File: config.mk
export PLATFORM = sky130hd
export DESIGN_NAME = heater_pid_duty_regulator_top
export DESIGN_NICKNAME = d
export VERILOG_FILES = /design/src/hdl/hpdr_pkg.sv /design/src/hdl/heater_pid_duty_regulator_top.sv
export SDC_FILE = /design/constraint.sdc
export NUM_CORES = 1
export LEC_CHECK = 0
export BUFFER_PORTS_ARGS = -buffer_cell sky130_fd_sc_hd__buf_2
export CORE_AREA = 8 8 150 152
export DETAILED_ROUTE_END_ITERATION = 8
export DIE_AREA = 0 0 158 160
export PLACE_DENSITY = 0.76
export SYNTH_ARGS = -nofsm -noshare
export SYNTH_HDL_FRONTEND = slang
export SYNTH_SLANG_ARGS = --single-unit
File: constraint.sdc
create_clock -name aclk -period 9.8 [get_ports aclk]
set_input_delay 0.98 -clock aclk [delete_from_list [all_inputs] [get_ports aclk]]
set_output_delay 0.98 -clock aclk [all_outputs]
set_load 0.01 [all_outputs]
File: src/hdl/hpdr_pkg.sv
// Package for the heater PID duty regulator: field types and loop constants.
// No dependencies; used by the top level and by the checker.
package hpdr_pkg;

    // Field and internal value types.
    typedef logic        [10:0] temp_t;
    typedef logic        [6:0]  target_t;
    typedef logic        [9:0]  duty_t;
    typedef logic signed [12:0] err_t;
    typedef logic signed [11:0] rise_t;
    typedef logic signed [9:0]  slope_sum_t;
    typedef logic signed [7:0]  slope_t;
    typedef logic signed [13:0] integ_t;
    typedef logic signed [14:0] integ_acc_t;
    typedef logic signed [17:0] pid_t;

    // Setpoint after reset, in whole degrees.
    localparam target_t    TARGET_RESET  = 7'd50;

    // Error thresholds in tenths of a degree.
    localparam err_t       ERR_FULL_ON   = 13'sd50;
    localparam err_t       ERR_FULL_OFF  = -13'sd20;
    localparam err_t       ERR_INTEG_MAX = 13'sd20;

    // Per-sample rise is limited to this many tenths either way.
    localparam rise_t      RISE_LIMIT    = 12'sd20;

    // Integral clamp.
    localparam integ_acc_t INTEG_LIMIT   = 15'sd4000;

    // PID output offset and duty bounds.
    localparam pid_t       PID_BIAS      = 18'sd250;
    localparam pid_t       PID_DUTY_MAX  = 18'sd1000;
    localparam duty_t      DUTY_MAX      = 10'd1000;

endpackage

File: src/hdl/heater_pid_duty_regulator_top.sv
// Heater PID duty regulator: temperature sample stream in, heater duty stream out.
// Depends on hpdr_pkg.
// A sample passes the input register, then the PID update into the duty register.
// Throughput: one sample per cycle while the duty stream is not stalled, since the
// integral, slope and last-sample registers are updated together with the duty register.
// Reset (aresetn low, synchronous): both stages empty, integral, slope, last sample and
// duty cleared, setpoint back to 50 degrees.
module heater_pid_duty_regulator_top (
    input  logic        aclk,
    input  logic        aresetn,
    // Setpoint register write channel.
    input  logic        cfg_wvalid,
    output logic        cfg_wready,
    input  logic [6:0]  cfg_wdata,      // target_degrees
    // Sample stream.
    input  logic        s_tvalid,
    output logic        s_tready,
    input  logic [15:0] s_tdata,        // [10:0] temp_tenths, [15:11] zero
    input  logic [1:0]  s_tuser,        // [0] temp_valid, [1] restart
    // Duty stream.
    output logic        m_tvalid,
    input  logic        m_tready,
    output logic [15:0] m_tdata         // [9:0] duty_permille, [15:10] zero
);

    // Constant-coefficient PID sum: 250 + 14*err + integral/8 - 8*slope.
    function automatic hpdr_pkg::pid_t pid_calc(input hpdr_pkg::err_t e,
                                                input hpdr_pkg::integ_t i,
                                                input hpdr_pkg::slope_t s);
        hpdr_pkg::pid_t   e_ext;
        hpdr_pkg::pid_t   p_term;
        hpdr_pkg::integ_t i_adj;
        hpdr_pkg::integ_t i_div;
        hpdr_pkg::pid_t   i_term;
        hpdr_pkg::pid_t   d_term;
        e_ext  = {{5{e[12]}}, e};
        p_term = (e_ext <<< 4) - (e_ext <<< 1);
        // Bias negative values so the shift truncates toward zero.
        i_adj  = i[13] ? (i + 14'sd7) : i;
        i_div  = i_adj >>> 3;
        i_term = {{4{i_div[13]}}, i_div};
        d_term = {{10{s[7]}}, s} <<< 3;
        return hpdr_pkg::PID_BIAS + p_term + i_term - d_term;
    endfunction

    hpdr_pkg::target_t target_reg;

    logic              in_valid_reg;
    hpdr_pkg::temp_t   in_temp_reg;
    logic              in_tvld_reg;
    logic              in_rst_reg;

    logic              out_valid_reg;
    hpdr_pkg::integ_t  integral_reg, integral_next;
    hpdr_pkg::slope_t  slope_reg, slope_next;
    hpdr_pkg::temp_t   prev_temp_reg, prev_temp_next;
    hpdr_pkg::duty_t   held_duty_reg, held_duty_next;

    logic                 advance;
    logic                 restart_eff;
    hpdr_pkg::integ_t     integ_base;
    hpdr_pkg::slope_t     slope_base;
    hpdr_pkg::temp_t      prev_base;
    logic [10:0]          target_x10;
    hpdr_pkg::err_t       err;
    hpdr_pkg::rise_t      rise_raw;
    hpdr_pkg::rise_t      rise;
    hpdr_pkg::slope_sum_t slope_sum;
    hpdr_pkg::slope_sum_t slope_adj;
    hpdr_pkg::slope_sum_t slope_div;
    hpdr_pkg::slope_t     slope_new;
    hpdr_pkg::pid_t       pid_trial;
    hpdr_pkg::integ_acc_t integ_acc;
    hpdr_pkg::integ_t     integ_clamped;
    hpdr_pkg::pid_t       pid_final;
    hpdr_pkg::pid_t       pid_used;
    logic                 integrate;

    // Handshakes: the duty register moves when empty or taken, the input register follows.
    assign advance    = !out_valid_reg || m_tready;
    assign s_tready   = !in_valid_reg || advance;
    assign cfg_wready = 1'b1;

    assign m_tvalid = out_valid_reg;
    assign m_tdata  = {6'd0, held_duty_reg};

    // Restart clears the history before this sample's update.
    always_comb begin
        restart_eff = in_tvld_reg && in_rst_reg;
        integ_base  = restart_eff ? '0 : integral_reg;
        slope_base  = restart_eff ? '0 : slope_reg;
        prev_base   = restart_eff ? in_temp_reg : prev_temp_reg;
    end

    // Error and filtered slope.
    always_comb begin
        target_x10 = {1'b0, target_reg, 3'b000} + {3'b000, target_reg, 1'b0};
        err        = $signed({2'b00, target_x10}) - $signed({2'b00, in_temp_reg});
        rise_raw   = $signed({1'b0, in_temp_reg}) - $signed({1'b0, prev_base});
        if (rise_raw > hpdr_pkg::RISE_LIMIT) begin
            rise = hpdr_pkg::RISE_LIMIT;
        end else if (rise_raw < -hpdr_pkg::RISE_LIMIT) begin
            rise = -hpdr_pkg::RISE_LIMIT;
        end else begin
            rise = rise_raw;
        end
        slope_sum = ({{2{slope_base[7]}}, slope_base} <<< 1)
                  + {{2{slope_base[7]}}, slope_base}
                  + (rise[9:0] <<< 2);
        slope_adj = slope_sum[9] ? (slope_sum + 10'sd3) : slope_sum;
        slope_div = slope_adj >>> 2;
        slope_new = slope_div[7:0];
    end

    // PID with conditional integration and the integral clamp.
    always_comb begin
        pid_trial = pid_calc(err, integ_base, slope_new);
        integrate = (err <= hpdr_pkg::ERR_INTEG_MAX) && (pid_trial > 18'sd0)
                    && (pid_trial < hpdr_pkg::PID_DUTY_MAX);
        integ_acc = {integ_base[13], integ_base} + 15'(err);
        if (integ_acc > hpdr_pkg::INTEG_LIMIT) begin
            integ_clamped = hpdr_pkg::INTEG_LIMIT[13:0];
        end else if (integ_acc < -hpdr_pkg::INTEG_LIMIT) begin
            integ_clamped = 14'(-hpdr_pkg::INTEG_LIMIT);
        end else begin
            integ_clamped = integ_acc[13:0];
        end
        pid_final = pid_calc(err, integ_clamped, slope_new);
        pid_used  = integrate ? pid_final : pid_trial;
    end

    // Next state: full power, off, or the saturated PID output for a valid temperature; else held.
    always_comb begin
        integral_next  = integral_reg;
        slope_next     = slope_reg;
        prev_temp_next = prev_temp_reg;
        held_duty_next = held_duty_reg;
        if (in_tvld_reg) begin
            slope_next     = slope_new;
            prev_temp_next = in_temp_reg;
            if (err >= hpdr_pkg::ERR_FULL_ON) begin
                integral_next  = '0;
                held_duty_next = hpdr_pkg::DUTY_MAX;
            end else if (err <= hpdr_pkg::ERR_FULL_OFF) begin
                integral_next  = '0;
                held_duty_next = '0;
            end else begin
                integral_next = integrate ? integ_clamped : integ_base;
                if (pid_used < 18'sd0) begin
                    held_duty_next = '0;
                end else if (pid_used > hpdr_pkg::PID_DUTY_MAX) begin
                    held_duty_next = hpdr_pkg::DUTY_MAX;
                end else begin
                    held_duty_next = pid_used[9:0];
                end
            end
        end
    end

    // Setpoint register.
    always_ff @(posedge aclk) begin
        if (!aresetn) begin
            target_reg <= hpdr_pkg::TARGET_RESET;
        end else if (cfg_wvalid && cfg_wready) begin
            target_reg <= cfg_wdata;
        end
    end

    // Input register.
    always_ff @(posedge aclk) begin
        if (!aresetn) begin
            in_valid_reg <= 1'b0;
        end else if (s_tready) begin
            in_valid_reg <= s_tvalid;
        end
    end

    always_ff @(posedge aclk) begin
        if (s_tvalid && s_tready) begin
            in_temp_reg <= s_tdata[10:0];
            in_tvld_reg <= s_tuser[0];
            in_rst_reg  <= s_tuser[1];
        end
    end

    // Loop state and duty register, updated when a sample moves to the output.
    always_ff @(posedge aclk) begin
        if (!aresetn) begin
            out_valid_reg <= 1'b0;
            integral_reg  <= '0;
            slope_reg     <= '0;
            prev_temp_reg <= '0;
            held_duty_reg <= '0;
        end else if (advance) begin
            out_valid_reg <= in_valid_reg;
            if (in_valid_reg) begin
                integral_reg  <= integral_next;
                slope_reg     <= slope_next;
                prev_temp_reg <= prev_temp_next;
                held_duty_reg <= held_duty_next;
            end
        end
    end

endmodule

* Word level (Yosys, flattened, before mapping)
Index checks and enable logic that the tools add are counted.
** Storage, ports and cells
- Input bits :: 30
- Logic and storage cells :: 63
- Output and inout bits :: 19
- Register bits after elaboration :: 65
** Cells by class
- Add/subtract/negate cells :: 15
- Order comparisons :: 11
- Mux-type cells :: 18
- Reduce and logical (&&, ||, !) cells :: 9
** Operators with widths (number)
- 14-bit 2-to-1 mux :: 8
- 10-bit 2-to-1 mux :: 5
- 18-bit by 11-bit adder with 18-bit output :: 2
- 18-bit by 11-bit subtractor with 18-bit output :: 2
- 14-bit by 4-bit adder with 14-bit output (second input constant) :: 2
- 12-bit by 6-bit <= comparator with 1-bit output (second input constant) :: 2
- 8-bit 2-to-1 mux :: 3
- 11-bit by 11-bit subtractor with 12-bit output :: 2
- 9-bit by 17-bit adder with 18-bit output (first input constant) :: 1
- 18-bit by 1-bit > comparator with 1-bit output (second input constant) :: 1
- 18-bit by 11-bit > comparator with 1-bit output (second input constant) :: 1
- 18-bit by 1-bit < comparator with 1-bit output (second input constant) :: 1
- 18-bit by 11-bit < comparator with 1-bit output (second input constant) :: 1
- 18-bit 2-to-1 mux :: 1
- 16-bit by 13-bit subtractor with 17-bit output :: 1
- 14-bit by 12-bit adder with 15-bit output :: 1
- 15-bit by 13-bit > comparator with 1-bit output (second input constant) :: 1
- 15-bit by 13-bit < comparator with 1-bit output (second input constant) :: 1
- 12-bit by 7-bit >= comparator with 1-bit output (second input constant) :: 1
- 12-bit by 6-bit > comparator with 1-bit output (second input constant) :: 1
- 12-bit by 6-bit < comparator with 1-bit output (second input constant) :: 1
- 10-bit by 8-bit adder with 11-bit output :: 1
- 11-bit 2-to-1 mux :: 1
- 10-bit adder :: 1
- other kinds (6) :: 11

* Logic depth before layout (Yosys ltp)
Gate-level depths: netlist of the first run.
- Word-level depth :: 19
- Gate-level depth with buffers :: 45
- Depth with buffers taken out :: 43

* Least setup slack after synthesis of the first run
No wires, ideal clock.
- Path type :: flip-flop to flip-flop
- Start point :: register in_tvld_reg
- End point :: register held_duty_reg[3]
- Data required time :: 9.714 ns
- Cell stages (with the launch flop) :: 44
- Setup time :: 0.086 ns
- Buffers on the path :: 2
- Clock period less this slack :: 10.131 ns
- Arrival :: 10.046 ns
- Setup slack :: -0.331 ns
- Cell sequence :: edfxtp_1 nand2_1 clkbuf_1 buf_1 nand2_1 o21ai_0 inv_1 ha_1 nor2b_1 o31a_1 nor4_4 o31ai_4 xnor2_1 or4_1 or4_1 o21ai_0 nand2b_1 or2_2 (+8 left out) nor2_1 nand3_1 xor2_1 inv_1 fa_1 inv_1 ha_1 o21a_1 o211ai_1 a311oi_1 a21oi_1 xnor2_1 a2111oi_1 nand3_1 or2_4 nor2_8 mux2_2 a211oi_1
** On the way
- Cells in the longest elaborated chain, start to end :: 19
- Elaborated cells on any way between the ends :: 38
- Classes of those cells :: add/sub: 11; order compare: 8; mux: 15; reduce/logical: 4
** Ends and longest elaborated chain
- from (decl) :: line heater_pid_duty_regulator_top.sv:50 : logic in_tvld_reg;
- from (signal assigned) :: line heater_pid_duty_regulator_top.sv:181 : in_tvld_reg <= s_tuser[0];
- 1-bit logical AND * :: line heater_pid_duty_regulator_top.sv:89 : restart_eff = in_tvld_reg && in_rst_reg;
- 11-bit 2-to-1 mux :: line heater_pid_duty_regulator_top.sv:92 : prev_base = restart_eff ? in_temp_reg : prev_temp_reg;
- 11-bit by 11-bit subtractor with 12-bit output :: line heater_pid_duty_regulator_top.sv:99 : rise_raw = $signed({1'b0, in_temp_reg}) - $signed({1'b0, prev_base});
- 12-bit by 6-bit < comparator with 1-bit output :: line heater_pid_duty_regulator_top.sv:102 : end else if (rise_raw < -hpdr_pkg::RISE_LIMIT) begin
- 8-bit 2-to-1 mux :: line heater_pid_duty_regulator_top.sv:102
- 8-bit 2-to-1 mux :: line heater_pid_duty_regulator_top.sv:100 : if (rise_raw > hpdr_pkg::RISE_LIMIT) begin
- 10-bit adder * :: line heater_pid_duty_regulator_top.sv:109 : + (rise[9:0] <<< 2);
- 10-bit by 3-bit adder with 10-bit output :: line heater_pid_duty_regulator_top.sv:110 : slope_adj = slope_sum[9] ? (slope_sum + 10'sd3) : slope_sum;
- (+1 left out)
- via slope_adj[6] :: line heater_pid_duty_regulator_top.sv:69 : hpdr_pkg::slope_sum_t slope_adj;
- (+2 left out)
- 1-bit logical AND :: line heater_pid_duty_regulator_top.sv:118 : integrate = (err <= hpdr_pkg::ERR_INTEG_MAX) && (pid_trial > 18'sd0)
- 1-bit logical AND :: line heater_pid_duty_regulator_top.sv:119 : && (pid_trial < hpdr_pkg::PID_DUTY_MAX);
- 18-bit 2-to-1 mux * :: line heater_pid_duty_regulator_top.sv:129 : pid_used = integrate ? pid_final : pid_trial;
- 18-bit by 11-bit > comparator with 1-bit output :: line heater_pid_duty_regulator_top.sv:151 : end else if (pid_used > hpdr_pkg::PID_DUTY_MAX) begin
- 10-bit 2-to-1 mux :: line heater_pid_duty_regulator_top.sv:151
- 10-bit 2-to-1 mux * :: line heater_pid_duty_regulator_top.sv:149 : if (pid_used < 18'sd0) begin
- 10-bit 2-to-1 mux * :: line heater_pid_duty_regulator_top.sv:144 : end else if (err <= hpdr_pkg::ERR_FULL_OFF) begin
- 10-bit 2-to-1 mux * :: line heater_pid_duty_regulator_top.sv:141 : if (err >= hpdr_pkg::ERR_FULL_ON) begin
- to (signal assigned) :: line heater_pid_duty_regulator_top.sv:200 : held_duty_reg <= held_duty_next;
- to (decl) :: line heater_pid_duty_regulator_top.sv:57 : hpdr_pkg::duty_t held_duty_reg, held_duty_next;
The timed path passes the listed nets; every way through them passes the cells marked *.
A chain may end at the register's enable or synchronous reset.

* Worst setup path in the final report of the first run
- Start point :: register in_tvld_reg
- End point :: register held_duty_reg[9]
The elaborated chain is that of the path after synthesis.

==> reports/qor.tcl, run 1 <==
set qor(status) {completed}
set qor(detailroute.via_count) 9637
set qor(clockBufferDepth) 2
set qor(asr_flop_ratio_synth_pct) 0
set qor(fp.dieArea_um2) 25300
set qor(path_clk_slew_ps) 60
set qor(rows) 52
set qor(postPlaceCellArea_um2) 10900
set qor(nNetsFinal) 1542
set qor(detail_route.first_pass.iterations) 5
set qor(min_path_type) {register to register}
set qor(worst-path-stages) 42
set qor(maxClockFrequency_mhz) 105
set qor(core_area_um2) 20000
set qor(stdcell_area_um2) 11600
set qor(worst_r2r_endpoint) {held_duty_reg[9]}
set qor(post_synth.cell_area_avg_um2) 7.89
set qor(crit_path_max_incr_delay_ps) 550
set qor(startpoint) {in_tvld_reg}
set qor(number_of_antenna_violating_nets_in_the_routed_design) 0
set qor(avgViaCountPerCell) 5.90
set qor(critical_path.endpoint_type) {register}
set qor(final-setup-viol-count) 0
set qor(timing.reg2reg.worst_path_depth) 42
set qor(largest_register_ff_count) 14
set qor(critPathLaunchType) {register}
set qor(detail_route.drc_violations) 0
set qor(grt_max_degree) 40
set qor(ys_seq_area_share_pct) 14.6
set qor(number_of_warnings_printed_during_yosys_synthesis) 0
set qor(chipHeight_um) 160
set qor(max_cap_viol_count) 0
set qor(post-route-min-period_ps) 9560
set qor(clock_sink_count) 65
set qor(r2r_setup_slk_ps) 240
set qor(die_width_um) 158
set qor(num_io_pins) 49
set qor(post_synth_num_cell_types) 99
set qor(dpl_worst_slack_ps) -133
set qor(tritoncts.num_buffers) 9
set qor(max_slew_headroom_at_the_worst_pin_pct) 31.7
set qor(r2r-start) {in_tvld_reg}
set qor(synth_edf_count) 13
set qor(buffer_ports.inserted) 36
set qor(ys.flop_type) {sky130_fd_sc_hd__dfxtp_1}
set qor(crit_buf_inv) 5
set qor(required_ps) 10030
set qor(cp_max_fo) 6
set qor(initial_core_util_pct) 48.9
set qor(drive_gt1_share_pct) 18.3
set qor(initial_antenna_violation_count) 0
set qor(transition_time_at_the_pin_with_the_least_slew_margin_ps) 1020
set qor(period_share_pct) 97.5
set qor(grt_pass1_wl_um) 44600
set qor(cp.arrival_ps) 9790
set qor(first_iter_violations) 647
set qor(synthesis.area_um2) 9800
set qor(groute.usage.overall_pct) 21.4
set qor(clock_skew_ps) 9.29
set qor(critPathTopFamily) {simple AND/OR/NAND/NOR gates}
set qor(antenna_cells_inserted) 0
set qor(syn-instance-count) 1242
set qor(grt_pass1_vias) 9160
set qor(insertion_delay_ps) 350
set qor(slowest_stage) {sky130_fd_sc_hd__fa_1}
set qor(slew_violations) 0
set qor(finalWirelength_um) 28100
set qor(place_hpwl_um) 22100
set qor(crit_type) {register to register}
set qor(critPathCapture) {held_duty_reg[9]}
set qor(holdBufCountCts) 0
set qor(timing.final.hold_violations) 0
set qor(layout_fillers) 1801
set qor(grt_overflow) 0
set qor(place.gp.congestion) 0.931
set qor(postLayoutSetupSlackWorst_ps) 243
set qor(ctsHtreeMaxLevel) 3
set qor(clk_root_buffer_cell) {sky130_fd_sc_hd__clkbuf_16}
set qor(synth_seq_cells) 65
set qor(layout-area-overhead-vs-synth_pct) 18.1
set qor(tritoncts) {yes}
set qor(route.detailed.wl_per_inst_um) 17.2
==> what timing repair did <==
item / in CTS / in global routing
endpoints found under the hold margin: 0 / 0
setup endpoints to repair: 13 / 24
pin swaps: 13 / 38
resized for setup: 9 / 58
buffers inserted: 2 / 10
==> synthesized netlist by cell type, types with 4 or more instances <==
cell type / instances / area share, %
sky130_fd_sc_hd__a211oi_1: 25 / 1.9
sky130_fd_sc_hd__a21boi_0: 8 / 0.61
sky130_fd_sc_hd__a21o_1: 30 / 2.3
sky130_fd_sc_hd__a21oi_1: 78 / 4.0
sky130_fd_sc_hd__a31o_2: 4 / 0.36
sky130_fd_sc_hd__a31oi_1: 29 / 1.9
sky130_fd_sc_hd__and2_1: 20 / 1.3
sky130_fd_sc_hd__and3_1: 12 / 0.77
sky130_fd_sc_hd__buf_2: 8 / 0.41
sky130_fd_sc_hd__buf_4: 10 / 0.77
sky130_fd_sc_hd__clkbuf_1: 19 / 0.73
sky130_fd_sc_hd__dfxtp_1: 52 / 11
sky130_fd_sc_hd__edfxtp_1: 13 / 4.0
sky130_fd_sc_hd__fa_1: 39 / 8.0
sky130_fd_sc_hd__ha_1: 115 / 15
sky130_fd_sc_hd__inv_1: 133 / 5.1
sky130_fd_sc_hd__mux2i_1: 20 / 2.0
sky130_fd_sc_hd__nand2_1: 89 / 3.4
sky130_fd_sc_hd__nand2b_1: 17 / 1.1
sky130_fd_sc_hd__nand3_1: 42 / 2.1
sky130_fd_sc_hd__nand3b_1: 6 / 0.46
sky130_fd_sc_hd__nand4_1: 15 / 0.96
sky130_fd_sc_hd__nor2_1: 97 / 3.7
sky130_fd_sc_hd__nor2b_1: 17 / 1.1
sky130_fd_sc_hd__nor3_1: 29 / 1.5
sky130_fd_sc_hd__nor4_1: 5 / 0.32
sky130_fd_sc_hd__o2111ai_1: 8 / 0.71
sky130_fd_sc_hd__o211a_1: 5 / 0.51
sky130_fd_sc_hd__o211ai_1: 15 / 1.1
sky130_fd_sc_hd__o21a_1: 13 / 1.0
sky130_fd_sc_hd__o21ai_0: 64 / 3.3
sky130_fd_sc_hd__o21ai_1: 6 / 0.31
sky130_fd_sc_hd__o21bai_1: 7 / 0.54
sky130_fd_sc_hd__o31a_1: 8 / 0.71
sky130_fd_sc_hd__o31ai_1: 6 / 0.46
sky130_fd_sc_hd__or2_2: 5 / 0.32
sky130_fd_sc_hd__xnor2_1: 48 / 4.3
sky130_fd_sc_hd__xor2_1: 30 / 2.7
==> through the flow <==
stage          instances  hold WS, ps  setup TNS, ps  utilization, %
2_1_floorplan       1247          432              0               -
3_3_place_gp        1607          441              0            54.2
3_5_place_dp        1607          450           -668            54.2
4_1_cts             1624          459              0            55.9
5_1_grt             1633          478          -2230            57.7
6_report            1633          455              0            57.7
==> worst register-to-register path, delay by kind of cell, from the launching register on <==
kind	cells	cell delay, ps
DFF	1	420
buffers and inverters	5	690
xor gates and xnor gates	5	1060
adders and majority gates	5	1830
and+or+nand+nor	12	2680
muxes	2	430
AOI/OAI and AO/OA	13	2330
==> worst min path at each step <==
stage | end | startpoint | depth (start not counted)
2_1_floorplan | slope_reg[7] | slope_reg[7] | 2
3_3_place_gp | prev_temp_reg[2] | prev_temp_reg[2] | 2
3_5_place_dp | slope_reg[2] | slope_reg[2] | 2
4_1_cts | prev_temp_reg[6] | prev_temp_reg[6] | 2
5_1_grt | prev_temp_reg[1] | prev_temp_reg[1] | 2
6_report | slope_reg[2] | slope_reg[2] | 2
==> cells in the final DEF (no fill, tap or decap), drive strengths merged, types with 5 or more instances in the layout <==
| cell type | Yosys | routed |
|---|---|---|
| o21ai | 72 | 72 |
| o21bai | 7 | 7 |
| o21a | 14 | 14 |
| edfxtp | 13 | 13 |
| o211a | 5 | 5 |
| and3 | 12 | 12 |
| a311oi | 5 | 5 |
| buf | 22 | 141 |
| xor2 | 31 | 31 |
| nor4 | 7 | 7 |
| o2111ai | 8 | 8 |
| nand3 | 42 | 42 |
| a21boi | 8 | 8 |
| conb | 2 | 7 |
| nor2 | 98 | 98 |
| a211oi | 28 | 28 |
| a21oi | 78 | 78 |
| inv | 134 | 136 |
| or2 | 7 | 7 |
| nand3b | 6 | 6 |
| a31oi | 30 | 30 |
| o211ai | 16 | 16 |
| o31ai | 7 | 7 |
| fa | 39 | 39 |
| dfxtp | 52 | 52 |
| xnor2 | 48 | 48 |
| nand4 | 16 | 16 |
| nor2b | 17 | 17 |
| a21o | 30 | 30 |
| nand2b | 17 | 17 |
| and2 | 21 | 21 |
| o31a | 8 | 8 |
| clkbuf | 19 | 9 |
| a31o | 5 | 5 |
| nand2 | 90 | 90 |
| nor3 | 29 | 29 |
| ha | 115 | 115 |
| mux2i | 20 | 20 |
==> routing by layer <==
layer,track usage [%],part of all wire [%],vias up
met5,0,0,-
met4,7.46,3.0,0
met3,2.46,3.9,56
met2,37.3,50,246
met1,26.7,43,4646
li1,-,-,4689
==> final cells by class <==
cell class / instances / area, µm² / share of cell area, %
clock buffers: 9 / 225 / 1.95
repair buffers: 141 / 988 / 8.54
flip-flops and latches: 65 / 1430 / 12.4
multi-input cells: 1007 / 8010 / 69.2
inverters: 134 / 503 / 4.35
clock inverters: 7 / 78.8 / 0.681
well taps: 270 / 338 / 2.92
==> logic make-up after synthesis <==
| logic type | synth area share [%] |
|---|---|
| adders and majority gates | 22.6 |
| other | 0.0766 |
| buffers and inverters | 7.35 |
| AOI/OAI and AO/OA | 25.9 |
| muxes | 2.39 |
| DFF | 14.6 |
| xor gates and xnor gates | 7.37 |
| and+or+nand+nor | 19.7 |
Power of run 1 is left out: the tool's default activity adds up to more than one toggle a clock period on the data nets, which glitch-free logic cannot reach.
==> run 2: changes to the inputs <==
--- a/config.mk
+++ b/config.mk
@@ -10,6 +10,7 @@
 export DETAILED_ROUTE_END_ITERATION = 8
 export DIE_AREA = 0 0 158 160
 export PLACE_DENSITY = 0.76
+export REMOVE_ABC_BUFFERS = 1
 export SYNTH_ARGS = -nofsm -noshare
 export SYNTH_HDL_FRONTEND = slang
 export SYNTH_SLANG_ARGS = --single-unit
==> reports/qor.tcl, run 2 (synthesis gave the netlist of run 1 again) <==
set qor(slowest_stage) {sky130_fd_sc_hd__fa_1}
set qor(grt_pass1_vias) 8981 ;# -2.0%
set qor(timing.final.hold_violations) 0 ;# unchanged
set qor(avgViaCountPerCell) 5.86 ;# -0.77%
set qor(ctsHtreeMaxLevel) 3 ;# unchanged
set qor(rsz0062_at_grt) {yes}
set qor(first_iter_violations) 612 ;# -5.4%
set qor(insertion_delay_ps) 340 ;# about the same
set qor(transition_time_at_the_pin_with_the_least_slew_margin_ps) 1010 ;# -13.7 ps
set qor(period_share_pct) 97.8 ;# +0.29 points
set qor(final-setup-viol-count) 0 ;# unchanged
set qor(postPlaceCellArea_um2) 10800 ;# -1.0%
set qor(clock_skew_ps) 6.99 ;# -2.30 ps
set qor(clock_sink_count) 65 ;# unchanged
set qor(detailroute.via_count) 9551 ;# -0.89%
set qor(largest_register_ff_count) 14 ;# unchanged
set qor(number_of_antenna_violating_nets_in_the_routed_design) 0 ;# unchanged
set qor(detail_route.first_pass.iterations) 5 ;# unchanged
set qor(antenna_cells_inserted) 0 ;# unchanged
set qor(critical_path.endpoint_type) {register}
set qor(stdcell_area_um2) 11500 ;# -0.40%
set qor(cp_max_fo) 6 ;# unchanged
set qor(maxClockFrequency_mhz) 104 ;# -0.29%
set qor(route.detailed.wl_per_inst_um) 17.0 ;# -1.0%
set qor(required_ps) 10060 ;# +30 ps
set qor(tritoncts) {yes}
set qor(rows) 52 ;# unchanged
set qor(initial_antenna_violation_count) 0 ;# unchanged
set qor(critPathLaunchType) {register}
set qor(holdBufCountCts) 0 ;# unchanged
set qor(grt_pass1_wl_um) 43700 ;# -2.0%
set qor(slew_violations) 0 ;# unchanged
set qor(nNetsFinal) 1540 ;# -0.13%
set qor(num_io_pins) 49 ;# unchanged
set qor(cp.arrival_ps) 9850 ;# +60 ps
set qor(layout-area-overhead-vs-synth_pct) 17.6
set qor(most-common-layout-cells) {sky130_fd_sc_hd__inv_1 (130), sky130_fd_sc_hd__ha_1 (108), sky130_fd_sc_hd__buf_4 (97)}
set qor(clk_root_buffer_cell) {sky130_fd_sc_hd__clkbuf_16}
set qor(grt_max_degree) 40 ;# unchanged
set qor(place_hpwl_um) 21800 ;# -1.4%
set qor(layout_commonest_cell) {sky130_fd_sc_hd__inv_1}
set qor(finalWirelength_um) 27800 ;# -1.2%
set qor(chipHeight_um) 160 ;# unchanged
set qor(detail_route.drc_violations) 0 ;# unchanged
set qor(initial_core_util_pct) 48.9 ;# unchanged
set qor(path_clk_slew_ps) 60 ;# about the same
set qor(crit_type) {register to register}
set qor(core_area_um2) 20000 ;# unchanged
set qor(max_cap_viol_count) 0 ;# unchanged
set qor(postLayoutCoreUtil_pct) 57.5 ;# -0.23 points
set qor(tritoncts.num_buffers) 9 ;# unchanged
set qor(grt_overflow) 0 ;# unchanged
set qor(status) {completed}
set qor(post-route-min-period_ps) 9590 ;# +28.1 ps
set qor(critical-path-top-cell-by-count) {sky130_fd_sc_hd__inv_1}
set qor(buffer_ports.inserted) 36 ;# unchanged
set qor(groute.usage.overall_pct) 21.1 ;# -0.32 points
set qor(fp.dieArea_um2) 25300 ;# unchanged
set qor(min_path_type) {register to register}
set qor(die_width_um) 158 ;# unchanged
set qor(crit_path_max_incr_delay_ps) 540 ;# about the same
set qor(clockBufferDepth) 2 ;# unchanged
set qor(max_slew_headroom_at_the_worst_pin_pct) 32.6 ;# +0.91 points
set qor(place.gp.congestion) 0.959 ;# +3.0%
set qor(drive_gt1_share_pct) 17.5 ;# -0.78 points
-- run 2: per-layer routing --
layer / vias up / wire length [µm] / global-route usage (%)
met3: 66 / 1290 / 2.51
met5: - / 0 / 0
met1: 4538 / 11800 / 26.2
met2: 273 / 13600 / 36.0
li1: 4674 / - / -
met4: 0 / 1090 / 9.18
-- run 2: cell type report --
type | instances | area [µm²]
Clock buffer | 10 | 250
Clock inverter | 6 | 47.5
Fill cell | 1828 | 8510
Inverter | 134 | 507
Multi-Input combinational cell | 1008 | 7970
Sequential cell | 65 | 1430
Tap cell | 270 | 338
Timing Repair Buffer | 138 | 982
-- run 2: critical path, delay by kind of cell (launching register included) --
| kind | cells | cell delay (ps) |
|---|---|---|
| mux | 1 | 200 |
| xor+xnor | 4 | 750 |
| simple gates | 12 | 2840 |
| flops | 1 | 400 |
| fa+ha+maj | 5 | 1790 |
| buf+inv | 7 | 840 |
| compound gates | 14 | 2690 |
-- run 2: stage by stage --
step / hold slack (ps) / std cells / setup TNS, ps / setup WS (ps)
CTS: 455 / 1612 / 0 / 26.6
global route: 473 / 1631 / -5030 / -289
floorplan: 432 / 1206 / -2130 / -339
finish: 453 / 1631 / 0 / 215
detailed placement: 446 / 1596 / -3330 / -230
global placement: 442 / 1596 / -872 / -111
-- run 2: timing repair --
action,4_1_cts,5_1_grt
buffers inserted,0,18
gates resized for setup,8,55
endpoints found under the setup margin,24,24
pin swaps,2,38
cloned,0,2
-- run 2: worst paths after layout --
| kind | depth (start not counted) | slack (ps) | startpoint | to |
|---|---|---|---|---|
| hold / removal | 2 | 450 | prev_temp_reg[3] | prev_temp_reg[3] |
| setup reg to reg | 43 | 210 | in_rst_reg | integral_reg[4] |
| hold reg to reg | 2 | 450 | prev_temp_reg[3] | prev_temp_reg[3] |
| setup / recovery | 43 | 210 | in_rst_reg | integral_reg[4] |
Power of run 2 is left out for the same reason.
